$ cat src/sv/cle_pkg.sv
package cle_pkg;

  // default line store depth
  localparam int unsigned LineDepthDef = 31;

  // key codes
  localparam logic [7:0] KeyBs    = 8'd8;
  localparam logic [7:0] KeyTab   = 8'd9;
  localparam logic [7:0] KeyLf    = 8'd10;
  localparam logic [7:0] KeyCr    = 8'd13;
  localparam logic [7:0] KeyEsc   = 8'd27;
  localparam logic [7:0] KeyCsi   = 8'd91;
  localparam logic [7:0] KeyRight = 8'd67;
  localparam logic [7:0] KeyLeft  = 8'd68;
  localparam logic [7:0] KeyDel3  = 8'd51;
  localparam logic [7:0] KeyTilde = 8'd126;
  localparam logic [7:0] KeyRub   = 8'd255;

  // echo characters
  localparam logic [7:0] ChBs    = 8'd8;
  localparam logic [7:0] ChSpace = 8'd32;
  localparam logic [7:0] ChNl    = 8'd10;
  localparam logic [7:0] ChNone  = 8'd0;

  // result kinds
  localparam logic [1:0] KindEcho = 2'd0;
  localparam logic [1:0] KindLine = 2'd1;
  localparam logic [1:0] KindEnd  = 2'd2;

  // escape decoder phase
  typedef enum logic [2:0] {
    PH_IDLE = 3'd0,
    PH_ESC  = 3'd1,
    PH_CSI  = 3'd2,
    PH_DEL  = 3'd3
  } esc_phase_e;

  // edit sequencer states
  typedef enum logic [3:0] {
    ST_IDLE,
    ST_RIGHT,
    ST_LEFT,
    ST_BKSP,
    ST_DEL_SHIFT,
    ST_INS_SHIFT,
    ST_TAIL,
    ST_SPACE,
    ST_BS,
    ST_NL,
    ST_LINE
  } cle_state_e;

endpackage

$ cat src/sv/console_line_editor_core.sv
// console line editor core
//
// Input channel: one received key byte per beat on key_i (in_valid_i /
// in_stall_o). Output channel: echo bytes, completed line bytes and a
// line-end marker on kind_o / out_byte_o / last_o (out_valid_o /
// out_stall_i); last_o marks the final beat caused by a key.
//
// A key is taken only while the sequencer is idle. It then works through
// the line one entry per cycle: shifting the line store up or down through
// its single read and write port, then sending the tail, for a delete a
// space, and backspaces one beat per cycle, while the receiver does not
// stall, through the output register. Escape bytes and ignored keys leave
// the sequencer idle. An edit shifts up to LINE_DEPTH entries and sends at
// most 2 * LINE_DEPTH + 1 result beats (63 at the default depth).
// The output register lets a new key be taken while the last result beat
// still waits; a stalled receiver holds the sequencer on its next beat.
// Reset empties the line, homes the cursor and returns the escape decoder
// to idle; the line contents are not cleared and never read before written.
module console_line_editor_core import cle_pkg::*; #(
  parameter int unsigned LINE_DEPTH = LineDepthDef
) (
  input  logic       clk_i,
  input  logic       rst_ni,
  input  logic       in_valid_i,
  output logic       in_stall_o,
  input  logic [7:0] key_i,
  output logic       out_valid_o,
  input  logic       out_stall_i,
  output logic [1:0] kind_o,
  output logic [7:0] out_byte_o,
  output logic       last_o
);

  localparam int unsigned ADDR_W = $clog2(LINE_DEPTH);
  localparam int unsigned IDX_W  = $clog2(LINE_DEPTH + 1);
  localparam logic [IDX_W-1:0] DepthIdx = IDX_W'(LINE_DEPTH);
  localparam logic [IDX_W-1:0] OneIdx   = IDX_W'(1);

  cle_state_e       state_q, state_d;
  esc_phase_e       phase_q, phase_d;
  logic [IDX_W-1:0] len_q, len_d;
  logic [IDX_W-1:0] cur_q, cur_d;
  logic [IDX_W-1:0] idx_q, idx_d;
  logic             del_q, del_d;
  logic [7:0]       key_q, key_d;

  logic             out_valid_q;
  logic [1:0]       kind_q;
  logic [7:0]       byte_q;
  logic             last_q;

  logic             out_free;
  logic             emit_req;
  logic [1:0]       emit_kind;
  logic [7:0]       emit_byte;
  logic             emit_last;

  logic             st_we;
  logic [IDX_W-1:0] st_waddr;
  logic [7:0]       st_wdata;
  logic [IDX_W-1:0] st_raddr;
  logic [7:0]       st_rdata;

  logic [IDX_W:0]   idx_inc;
  logic             tail_last;
  logic             bs_last;

  // line store
  cle_line_store #(
    .LINE_DEPTH(LINE_DEPTH),
    .ADDR_W    (ADDR_W)
  ) u_store (
    .clk_i  (clk_i),
    .we_i   (st_we),
    .waddr_i(st_waddr[ADDR_W-1:0]),
    .wdata_i(st_wdata),
    .raddr_i(st_raddr[ADDR_W-1:0]),
    .rdata_o(st_rdata)
  );

  assign out_free   = !out_valid_q || !out_stall_i;
  assign in_stall_o = (state_q != ST_IDLE);

  // shared index incrementer and end tests
  assign idx_inc   = {1'b0, idx_q} + {1'b0, OneIdx};
  assign tail_last = !del_q && (idx_inc == {1'b0, len_q}) && (cur_q == len_q);
  assign bs_last   = del_q ? (idx_q == len_q) : (idx_inc == {1'b0, len_q});

  // state registers
  always_ff @(posedge clk_i or negedge rst_ni) begin
    if (!rst_ni) begin
      state_q <= ST_IDLE;
      phase_q <= PH_IDLE;
      len_q   <= '0;
      cur_q   <= '0;
      idx_q   <= '0;
      del_q   <= 1'b0;
    end else begin
      state_q <= state_d;
      phase_q <= phase_d;
      len_q   <= len_d;
      cur_q   <= cur_d;
      idx_q   <= idx_d;
      del_q   <= del_d;
    end
  end

  // held key byte for insert
  always_ff @(posedge clk_i) begin
    key_q <= key_d;
  end

  // sequencer: next state, store access and beat request
  always_comb begin
    state_d   = state_q;
    phase_d   = phase_q;
    len_d     = len_q;
    cur_d     = cur_q;
    idx_d     = idx_q;
    del_d     = del_q;
    key_d     = key_q;
    emit_req  = 1'b0;
    emit_kind = KindEcho;
    emit_byte = ChNone;
    emit_last = 1'b0;
    st_we     = 1'b0;
    st_waddr  = idx_q;
    st_wdata  = st_rdata;
    st_raddr  = idx_q;

    case (state_q)
      ST_IDLE: begin
        if (in_valid_i) begin
          phase_d = PH_IDLE;
          case (phase_q)
            PH_ESC: begin
              if (key_i == KeyCsi) begin
                phase_d = PH_CSI;
              end
            end
            PH_CSI: begin
              if (key_i == KeyRight) begin
                if (cur_q < len_q) begin
                  state_d = ST_RIGHT;
                end
              end else if (key_i == KeyLeft) begin
                if (cur_q != '0) begin
                  state_d = ST_LEFT;
                end
              end else if (key_i == KeyDel3) begin
                phase_d = PH_DEL;
              end
            end
            PH_DEL: begin
              if (key_i == KeyTilde && cur_q < len_q) begin
                state_d = ST_DEL_SHIFT;
                idx_d   = cur_q;
                del_d   = 1'b1;
              end
            end
            default: begin
              if (key_i == KeyTab) begin
                // tab is ignored
              end else if (key_i == KeyLf || key_i == KeyCr) begin
                state_d = ST_NL;
              end else if (key_i == KeyEsc) begin
                phase_d = PH_ESC;
              end else if (key_i == KeyBs || key_i == KeyRub) begin
                if (cur_q != '0) begin
                  state_d = ST_BKSP;
                  del_d   = 1'b1;
                end
              end else if (len_q < DepthIdx) begin
                state_d = ST_INS_SHIFT;
                idx_d   = len_q;
                key_d   = key_i;
                del_d   = 1'b0;
              end
            end
          endcase
        end
      end

      // cursor right: echo the byte under the cursor
      ST_RIGHT: begin
        st_raddr  = cur_q;
        emit_req  = 1'b1;
        emit_byte = st_rdata;
        emit_last = 1'b1;
        if (out_free) begin
          cur_d   = cur_q + OneIdx;
          state_d = ST_IDLE;
        end
      end

      // cursor left: one backspace
      ST_LEFT: begin
        emit_req  = 1'b1;
        emit_byte = ChBs;
        emit_last = 1'b1;
        if (out_free) begin
          cur_d   = cur_q - OneIdx;
          state_d = ST_IDLE;
        end
      end

      // backspace key: step left, then delete at the cursor
      ST_BKSP: begin
        emit_req  = 1'b1;
        emit_byte = ChBs;
        if (out_free) begin
          cur_d   = cur_q - OneIdx;
          idx_d   = cur_q - OneIdx;
          state_d = ST_DEL_SHIFT;
        end
      end

      // close the gap one entry per cycle
      ST_DEL_SHIFT: begin
        st_raddr = idx_inc[IDX_W-1:0];
        if (idx_inc < {1'b0, len_q}) begin
          st_we    = 1'b1;
          st_waddr = idx_q;
          idx_d    = idx_inc[IDX_W-1:0];
        end else begin
          len_d   = len_q - OneIdx;
          idx_d   = cur_q;
          state_d = ST_TAIL;
        end
      end

      // open a gap one entry per cycle, then drop the key in
      ST_INS_SHIFT: begin
        st_raddr = idx_q - OneIdx;
        if (idx_q > cur_q) begin
          st_we    = 1'b1;
          st_waddr = idx_q;
          idx_d    = idx_q - OneIdx;
        end else begin
          st_we    = 1'b1;
          st_waddr = cur_q;
          st_wdata = key_q;
          cur_d    = cur_q + OneIdx;
          len_d    = len_q + OneIdx;
          idx_d    = cur_q;
          state_d  = ST_TAIL;
        end
      end

      // redraw the tail of the line
      ST_TAIL: begin
        if (idx_q < len_q) begin
          emit_req  = 1'b1;
          emit_byte = st_rdata;
          emit_last = tail_last;
          if (out_free) begin
            idx_d = idx_inc[IDX_W-1:0];
            if (tail_last) begin
              state_d = ST_IDLE;
            end
          end
        end else if (del_q) begin
          state_d = ST_SPACE;
        end else begin
          idx_d   = cur_q;
          state_d = ST_BS;
        end
      end

      // blank the old last column
      ST_SPACE: begin
        emit_req  = 1'b1;
        emit_byte = ChSpace;
        if (out_free) begin
          idx_d   = cur_q;
          state_d = ST_BS;
        end
      end

      // walk the terminal cursor back
      ST_BS: begin
        emit_req  = 1'b1;
        emit_byte = ChBs;
        emit_last = bs_last;
        if (out_free) begin
          idx_d = idx_inc[IDX_W-1:0];
          if (bs_last) begin
            state_d = ST_IDLE;
          end
        end
      end

      // line complete: newline echo
      ST_NL: begin
        emit_req  = 1'b1;
        emit_byte = ChNl;
        if (out_free) begin
          idx_d   = '0;
          state_d = ST_LINE;
        end
      end

      // line bytes, then the line-end marker
      ST_LINE: begin
        emit_req = 1'b1;
        if (idx_q < len_q) begin
          emit_kind = KindLine;
          emit_byte = st_rdata;
          if (out_free) begin
            idx_d = idx_inc[IDX_W-1:0];
          end
        end else begin
          emit_kind = KindEnd;
          emit_byte = ChNone;
          emit_last = 1'b1;
          if (out_free) begin
            len_d   = '0;
            cur_d   = '0;
            state_d = ST_IDLE;
          end
        end
      end

      default: begin
        state_d = ST_IDLE;
      end
    endcase
  end

  // output register
  always_ff @(posedge clk_i or negedge rst_ni) begin
    if (!rst_ni) begin
      out_valid_q <= 1'b0;
    end else if (out_free) begin
      out_valid_q <= emit_req;
    end
  end

  always_ff @(posedge clk_i) begin
    if (out_free && emit_req) begin
      kind_q <= emit_kind;
      byte_q <= emit_byte;
      last_q <= emit_last;
    end
  end

  assign out_valid_o = out_valid_q;
  assign kind_o      = kind_q;
  assign out_byte_o  = byte_q;
  assign last_o      = last_q;

  // cursor never passes the end of the line
  assert property (@(posedge clk_i) disable iff (!rst_ni) cur_q <= len_q)
    else $error("cursor beyond line end");

  // line never exceeds the store
  assert property (@(posedge clk_i) disable iff (!rst_ni) len_q <= DepthIdx)
    else $error("line longer than store");

  // the line-end marker always closes a key
  assert property (@(posedge clk_i) disable iff (!rst_ni)
    (out_valid_o && kind_o == KindEnd) |-> last_o)
    else $error("line-end marker without last");

endmodule

$ cat src/sv/cle_line_store.sv
module cle_line_store import cle_pkg::*; #(
  parameter int unsigned LINE_DEPTH = LineDepthDef,
  parameter int unsigned ADDR_W     = $clog2(LINE_DEPTH)
) (
  input  logic              clk_i,
  input  logic              we_i,
  input  logic [ADDR_W-1:0] waddr_i,
  input  logic [7:0]        wdata_i,
  input  logic [ADDR_W-1:0] raddr_i,
  output logic [7:0]        rdata_o
);

  logic [7:0] mem_q [LINE_DEPTH];

  // single write port, no reset on line contents
  always_ff @(posedge clk_i) begin
    if (we_i) begin
      mem_q[waddr_i] <= wdata_i;
    end
  end

  // single read port
  assign rdata_o = mem_q[raddr_i];

endmodule

$ cat config.mk
export PLATFORM = sky130hd
export DESIGN_NAME = console_line_editor_core
export DESIGN_NICKNAME = d
export VERILOG_FILES = /design/src/sv/cle_pkg.sv /design/src/sv/console_line_editor_core.sv /design/src/sv/cle_line_store.sv
export SDC_FILE = /design/constraint.sdc
export NUM_CORES = 1
export LEC_CHECK = 0
export BUFFER_PORTS_ARGS = -buffer_cell sky130_fd_sc_hd__buf_2
export CAP_MARGIN = 10
export CORE_MARGIN = 2
export CORE_UTILIZATION = 30
export CTS_CLUSTER_DIAMETER = 100
export CTS_CLUSTER_SIZE = 16
export DETAILED_ROUTE_END_ITERATION = 6
export PLACE_DENSITY = 0.56
export RECOVER_POWER = 50
export SYNTH_ARGS = -nofsm -noshare
export SYNTH_HDL_FRONTEND = slang
export SYNTH_HIERARCHICAL = 1
export SYNTH_SLANG_ARGS = --single-unit
export TNS_END_PERCENT = 50
$ cat constraint.sdc
create_clock -name clk_i -period 4.6 [get_ports clk_i]
set_clock_uncertainty 0.2 [all_clocks]
set_input_delay 0.46 -clock clk_i [delete_from_list [all_inputs] [get_ports clk_i]]
set_output_delay 0.46 -clock clk_i [all_outputs]
set_load 0.03 [all_outputs]
==> run metrics, run 1 <==
Final ANT Viol Nets=0; wirelength, routed=37500 um; Rel. slew slack=-21.4%; vias in the first global route=8957; Die Wd=221 um; initial antenna violation count=0; Tot GR Track Use=15.1%; Avg WL per Cell=21.6 um; minimum clock period=4.38 ns; Die H=221 um; root buffer cell=clkbuf_16; largest net degree at the start of global routing=34; CTS tree=built; number of synthesized flops with an enable pin=267; first-pass GRT wire length=57400 um; worst skew pair latency=0.54 ns; crit path launch type=flop; Synth Warn #=6; area share of the largest cell type after synthesis=56.7%; crit-path cells=ha_1 > nand4_1 > o21ai_0 > or2_0 > nor2_1 > nor4b_1 > a21oi_1 > a31oi_1; setup tns final=0 ns; die area=0.0489 mm^2; mapped cell area=0.0141 mm^2; setup slack after layout=0.224 ns; post-layout util=33.8%; Clock Pin Slew Worst Setup and Hold Paths=0.07 ns; post-synth top area cell=edfxtp_1; Setup Fix Bufs, Post-CTS=0; Avg Synthesized Cell Area=13.3 um^2; worst slew pin tran=1.80 ns; failing checks=max-capacitance violations, max-slew violations; RSZ-0062 raised after global routing=false; cells after synthesis=1060; IO buf count=24; layout net count=1169; Worst Setup SP=idx_q[2]$_DFFE_PN0P_; vias per inst=5.30; CP required=4.84 ns; # rows=79; DRC Markers=0; WP data arrival=4.62 ns; dominant cells by area after synthesis=edfxtp_1 (57%), mux2i_1 (5.7%), dfrtp_1 (4.1%); status=finished, violations left; most frequent cells in the layout=edfxtp_1 (267), mux2i_1 (80), nand2_1 (78); Syn-to-layout area delta=11.4%; Worst path top cell family by delay=simple AND/OR/NAND/NOR gates; drt first pass iters=5; Hold WS=0.129 ns; Ports=25; sequential fraction of the synthesis area=60.8%; crit share post-route=95.1%; worst reg-to-reg setup slack=0.22 ns; Overflow after GRT=0; layout cells sized above 1=12.8%; final hold viol count=0; routability congestion estimate=0.908; crit-path max cell delay=1.48 ns; DR vias=9202; library cells used by synthesis=92; Core Box Area=0.0466 mm^2; 1st-iter DRT viols=848; Final Max Slew Viols=34; fmax=229 MHz; Antenna Cells=0; CTS HTree Levels=1; crit path capture type=flop; cts bufs inserted=22; max cap viols=2; async set or reset register ratio after synthesis=7.93%; synthesized flop and latch total=290; post-detail-place hpwl=26700 um; critical path peak fanout=19; Final setup viols=0; CP Class=reg -> reg; clock sink count=290; Mapped Nets=1105; Worst Path Buf+Inv=0; commonest non-fill, non-tap cell in the layout=edfxtp_1; worst min path class=in -> reg; Longest Clk Path Bufs=3; Top FF cell, synth=edfxtp_1; CP max stage cell=nor4b_1; Setup WS pre-CTS=0.435 ns; hold_sp=in_valid_i; Worst R2R Start=idx_q[2]$_DFFE_PN0P_; Initial Util=30.4%
-- cells in the mapped netlist, drive strengths merged (4+ instances only) --
library cell and instances:
nand4 13, or3b 5, edfxtp 267, a211oi 13, nand3b 8, xor2 4
dfrtp 23, o21ai 40, and2 11, a221oi 4, mux2i 80, and3 4
nor2 74, nor2b 20, a21o 4, nand2 78, a21oi 44, nor4 6
a221o 4, xnor2 10, o31ai 4, nor3 16, or3 4, buf 32
o221a 4, nand3 35, o2111ai 5, ha 32, nand2b 10, a22oi 25
mux4 18, inv 28, nor3b 6, or2 10, clkbuf 25, o211ai 6
a31oi 12, mux2 20, o22ai 8
-- area by class of cell --
| class | count | area, um^2 |
|---|---|---|
| clock buffers | 26 | 566 |
| clock inverters | 4 | 58.8 |
| fillers | 4498 | 30800 |
| inverters | 28 | 105 |
| multi-input cells | 685 | 5050 |
| flip-flops and latches | 290 | 8590 |
| well taps | 607 | 759 |
| repair buffers | 97 | 618 |
-- routing by layer --
layer  vias to the layer above  global-route usage [%]  routed length (um)
li1                       4218                       -                   -
met1                      4650                    21.4               16900
met2                       278                    24.4               17500
met3                        56                    1.50                1900
met4                         0                    5.02                1170
met5                         -                       0                   0
-- registers in the layout, indices dropped and copies added (netlist names) --
signal,flops
out_byte_o,8
del_q,1
phase_q,2
key_q,8
kind_o,2
last_o,1
cur_q,5
len_q,5
out_valid_o,1
idx_q,5
state_q,4
u_store/mem_q,248
-- repair_timing --
action	CTS	global route
hold endpoints to repair	28	0
endpoints found under the setup margin	0	30
gates resized for setup	0	1
hold buffers	6	0
-- logic make-up after synthesis --
kind of cell | after synthesis | share of synthesized area [%]
AOI/OAI and AO/OA | 211 | 10.4
xor gates and xnor gates | 14 | 0.867
adders and majority gates | 33 | 2.97
buffers and inverters | 85 | 3.30
DFF | 290 | 60.8
muxes | 118 | 10.3
and+or+nand+nor | 309 | 11.5
-- final timing paths --
kind,depth (start not counted),endpoint
max,8,cur_q[2]$_DFFE_PN0P_
min,3,phase_q[1]$_DFFE_PN0P_
max reg2reg,8,cur_q[2]$_DFFE_PN0P_
min reg2reg,2,phase_q[1]$_DFFE_PN0P_
max in group asynchronous,2,cur_q[4]$_DFFE_PN0P_
min in group asynchronous,2,state_q[1]$_DFFE_PN0P_
-- stage by stage --
stage,area [um^2],std cells
after floorplan,14100,1060
after global routing,15800,1737
final,15800,1737
after CTS,15900,1737
after detailed placement,15200,1701
after global placement,15200,1701
-- tightest hold or removal path: cells and delay by family --
kind / cells / cell delay (ns)
buf+inv: 1 / 0.12
compound gates: 1 / 0.09
simple gates: 1 / 0.14
Power of run 1 is not shown: default switching activity piles up to over one toggle a cycle in this logic, so the estimate is an artifact.
==> run 2, diff against run 1 <==
--- a/config.mk
+++ b/config.mk
@@ -12,8 +12,11 @@
 export CTS_CLUSTER_DIAMETER = 100
 export CTS_CLUSTER_SIZE = 16
 export DETAILED_ROUTE_END_ITERATION = 6
+export MAX_ROUTING_LAYER = met4
 export PLACE_DENSITY = 0.56
 export RECOVER_POWER = 50
+export SKIP_LAST_GASP = 1
+export SLEW_MARGIN = 10
 export SYNTH_ARGS = -nofsm -noshare
 export SYNTH_HDL_FRONTEND = slang
 export SYNTH_HIERARCHICAL = 1
==> run metrics, run 2 (synthesis gave the netlist of run 1 again) <==
DRC Markers=0 (unchanged); Ports=25 (unchanged); crit path capture type=flop; CP Class=reg -> reg; Worst R2R Start=idx_q[2]$_DFFE_PN0P_; CP required=4.57 ns (-0.27 ns); layout cells sized above 1=12.1% (-0.78 points); post-detail-place hpwl=26800 um (+0.29%); clock sink count=290 (unchanged); routability congestion estimate=0.929 (+2.3%); Tot GR Track Use=15.6% (+0.51 points); worst skew pair latency=0.54 ns (about the same); hold_sp=in_valid_i; critical path peak fanout=14 (-5); IO buf count=24 (unchanged); fmax=234 MHz (+2.4%); filler instances=4567 (+1.5%); first-pass GRT wire length=57700 um (+0.59%); failing checks=max-capacitance violations, max-slew violations; Syn-to-layout area delta=11.1%; cts bufs inserted=22 (unchanged); Die H=221 um (unchanged); vias per inst=5.26 (-0.68%); DR vias=9129 (-0.79%); CTS tree=built; crit-path cells=nand3_1 > xnor2_1 > ha_1 > and3_1 > o21ai_0 > nand3_1 > nand2_1 > or3b_2 > nor2_1 > clkbuf_1; Hold WS=0.0945 ns (-0.0345 ns); Worst Path Buf+Inv=1 (+1); crit share post-route=92.9% (-2.2 points); Initial Util=30.4% (unchanged); Core Box Area=0.0466 mm^2 (unchanged); Worst Setup SP=idx_q[2]$_DFFE_PN0P_; Worst path top cell family by delay=simple AND/OR/NAND/NOR gates; crit path launch type=flop; Die Wd=221 um (unchanged); Overflow after GRT=0 (unchanged); most frequent cells in the layout=edfxtp_1 (267), mux2i_1 (80), nand2_1 (78); drt first pass iters=5 (unchanged); minimum clock period=4.27 ns (-0.101 ns); Final ANT Viol Nets=0 (unchanged); final hold viol count=0 (unchanged); largest net degree at the start of global routing=33 (-2.9%); Avg WL per Cell=21.7 um (+0.63%); # rows=79 (unchanged); Antenna Cells=0 (unchanged); worst slew pin tran=1.78 ns (-0.0112 ns); max cap viols=1 (-1); commonest non-fill, non-tap cell in the layout=edfxtp_1; Clock Pin Slew Worst Setup and Hold Paths=0.08 ns (about the same); vias in the first global route=9046 (+0.99%); most frequent CP cell=nand3_1; initial antenna violation count=0 (unchanged); layout net count=1167 (-0.17%); RSZ-0062 raised after global routing=false; root buffer cell=clkbuf_16; Largest Register=u_store/mem_q; Final setup viols=0 (unchanged); 1st-iter DRT viols=931 (+9.8%); die area=0.0489 mm^2 (unchanged); worst min path class=in -> reg; max FFs per register=248 (unchanged); WP data arrival=4.25 ns (-0.37 ns); CP max stage cell=dfrtp_1; Setup Fix Bufs, Post-CTS=0 (unchanged); Final Max Slew Viols=10 (-71%); Longest Clk Path Bufs=3 (unchanged); Rel. slew slack=-20.6% (+0.76 points); setup tns final=0 ns (unchanged); crit-path max cell delay=0.71 ns (-0.77 ns); status=finished, violations left; CTS HTree Levels=1 (unchanged); wirelength, routed=37700 um (+0.51%)
## run 2: metrics by stage
stage	worst slack, ns	util (%)	instance area (um^2)	std cells
after floorplan	0.743	-	14100	1060
after global placement	0.515	32.7	15200	1701
after detailed placement	0.441	32.7	15200	1701
after CTS	0.407	34.1	15900	1735
after global routing	0.101	33.7	15700	1735
final	0.325	33.7	15700	1735
## run 2: timing repair
item                      CTS  global route
hold buffers                4             0
hold endpoints to repair   26             0
gates resized for setup     0             0
## run 2: cell type report
type / instances / area [um^2] / area share [%]
clock buffers: 27 / 569 / 3.62
clock inverters: 3 / 36.3 / 0.231
inverters: 28 / 105 / 0.669
multi-input cells: 685 / 5040 / 32.1
flip-flops and latches: 290 / 8590 / 54.7
well taps: 607 / 759 / 4.83
repair buffers: 95 / 606 / 3.85
## run 2: path summary, 6_finish.rpt
kind                                             endpoint  cells after the start  slack, ns
min reg2reg                        phase_q[1]$_DFFE_PN0P_                      2       0.36
max reg2reg                u_store/mem_q[24][1]$_DFFE_PP_                     10       0.33
min in group asynchronous          phase_q[1]$_DFFE_PN0P_                      2       0.59
max in group asynchronous            cur_q[4]$_DFFE_PN0P_                      2       2.74
max                        u_store/mem_q[24][1]$_DFFE_PP_                     10       0.33
min                                phase_q[1]$_DFFE_PN0P_                      3       0.09
## run 2: worst reg2reg max path, cell delays in order (launching register included)
cell	delay [ns]
dfrtp_1	0.71
nand3_1	0.22
xnor2_1	0.32
ha_1	0.35
and3_1	0.18
o21ai_0	0.12
nand3_1	0.38
nand2_1	0.30
or3b_2	0.60
nor2_1	0.13
clkbuf_1	0.40
## run 2: per-layer routing
metal	share of wire [%]	global-route usage, %
met1	45	21.1
met2	47	25.0
met3	5.3	1.87
met4	2.6	4.24
met5	0	-
Power of run 2 is left out for the same reason.
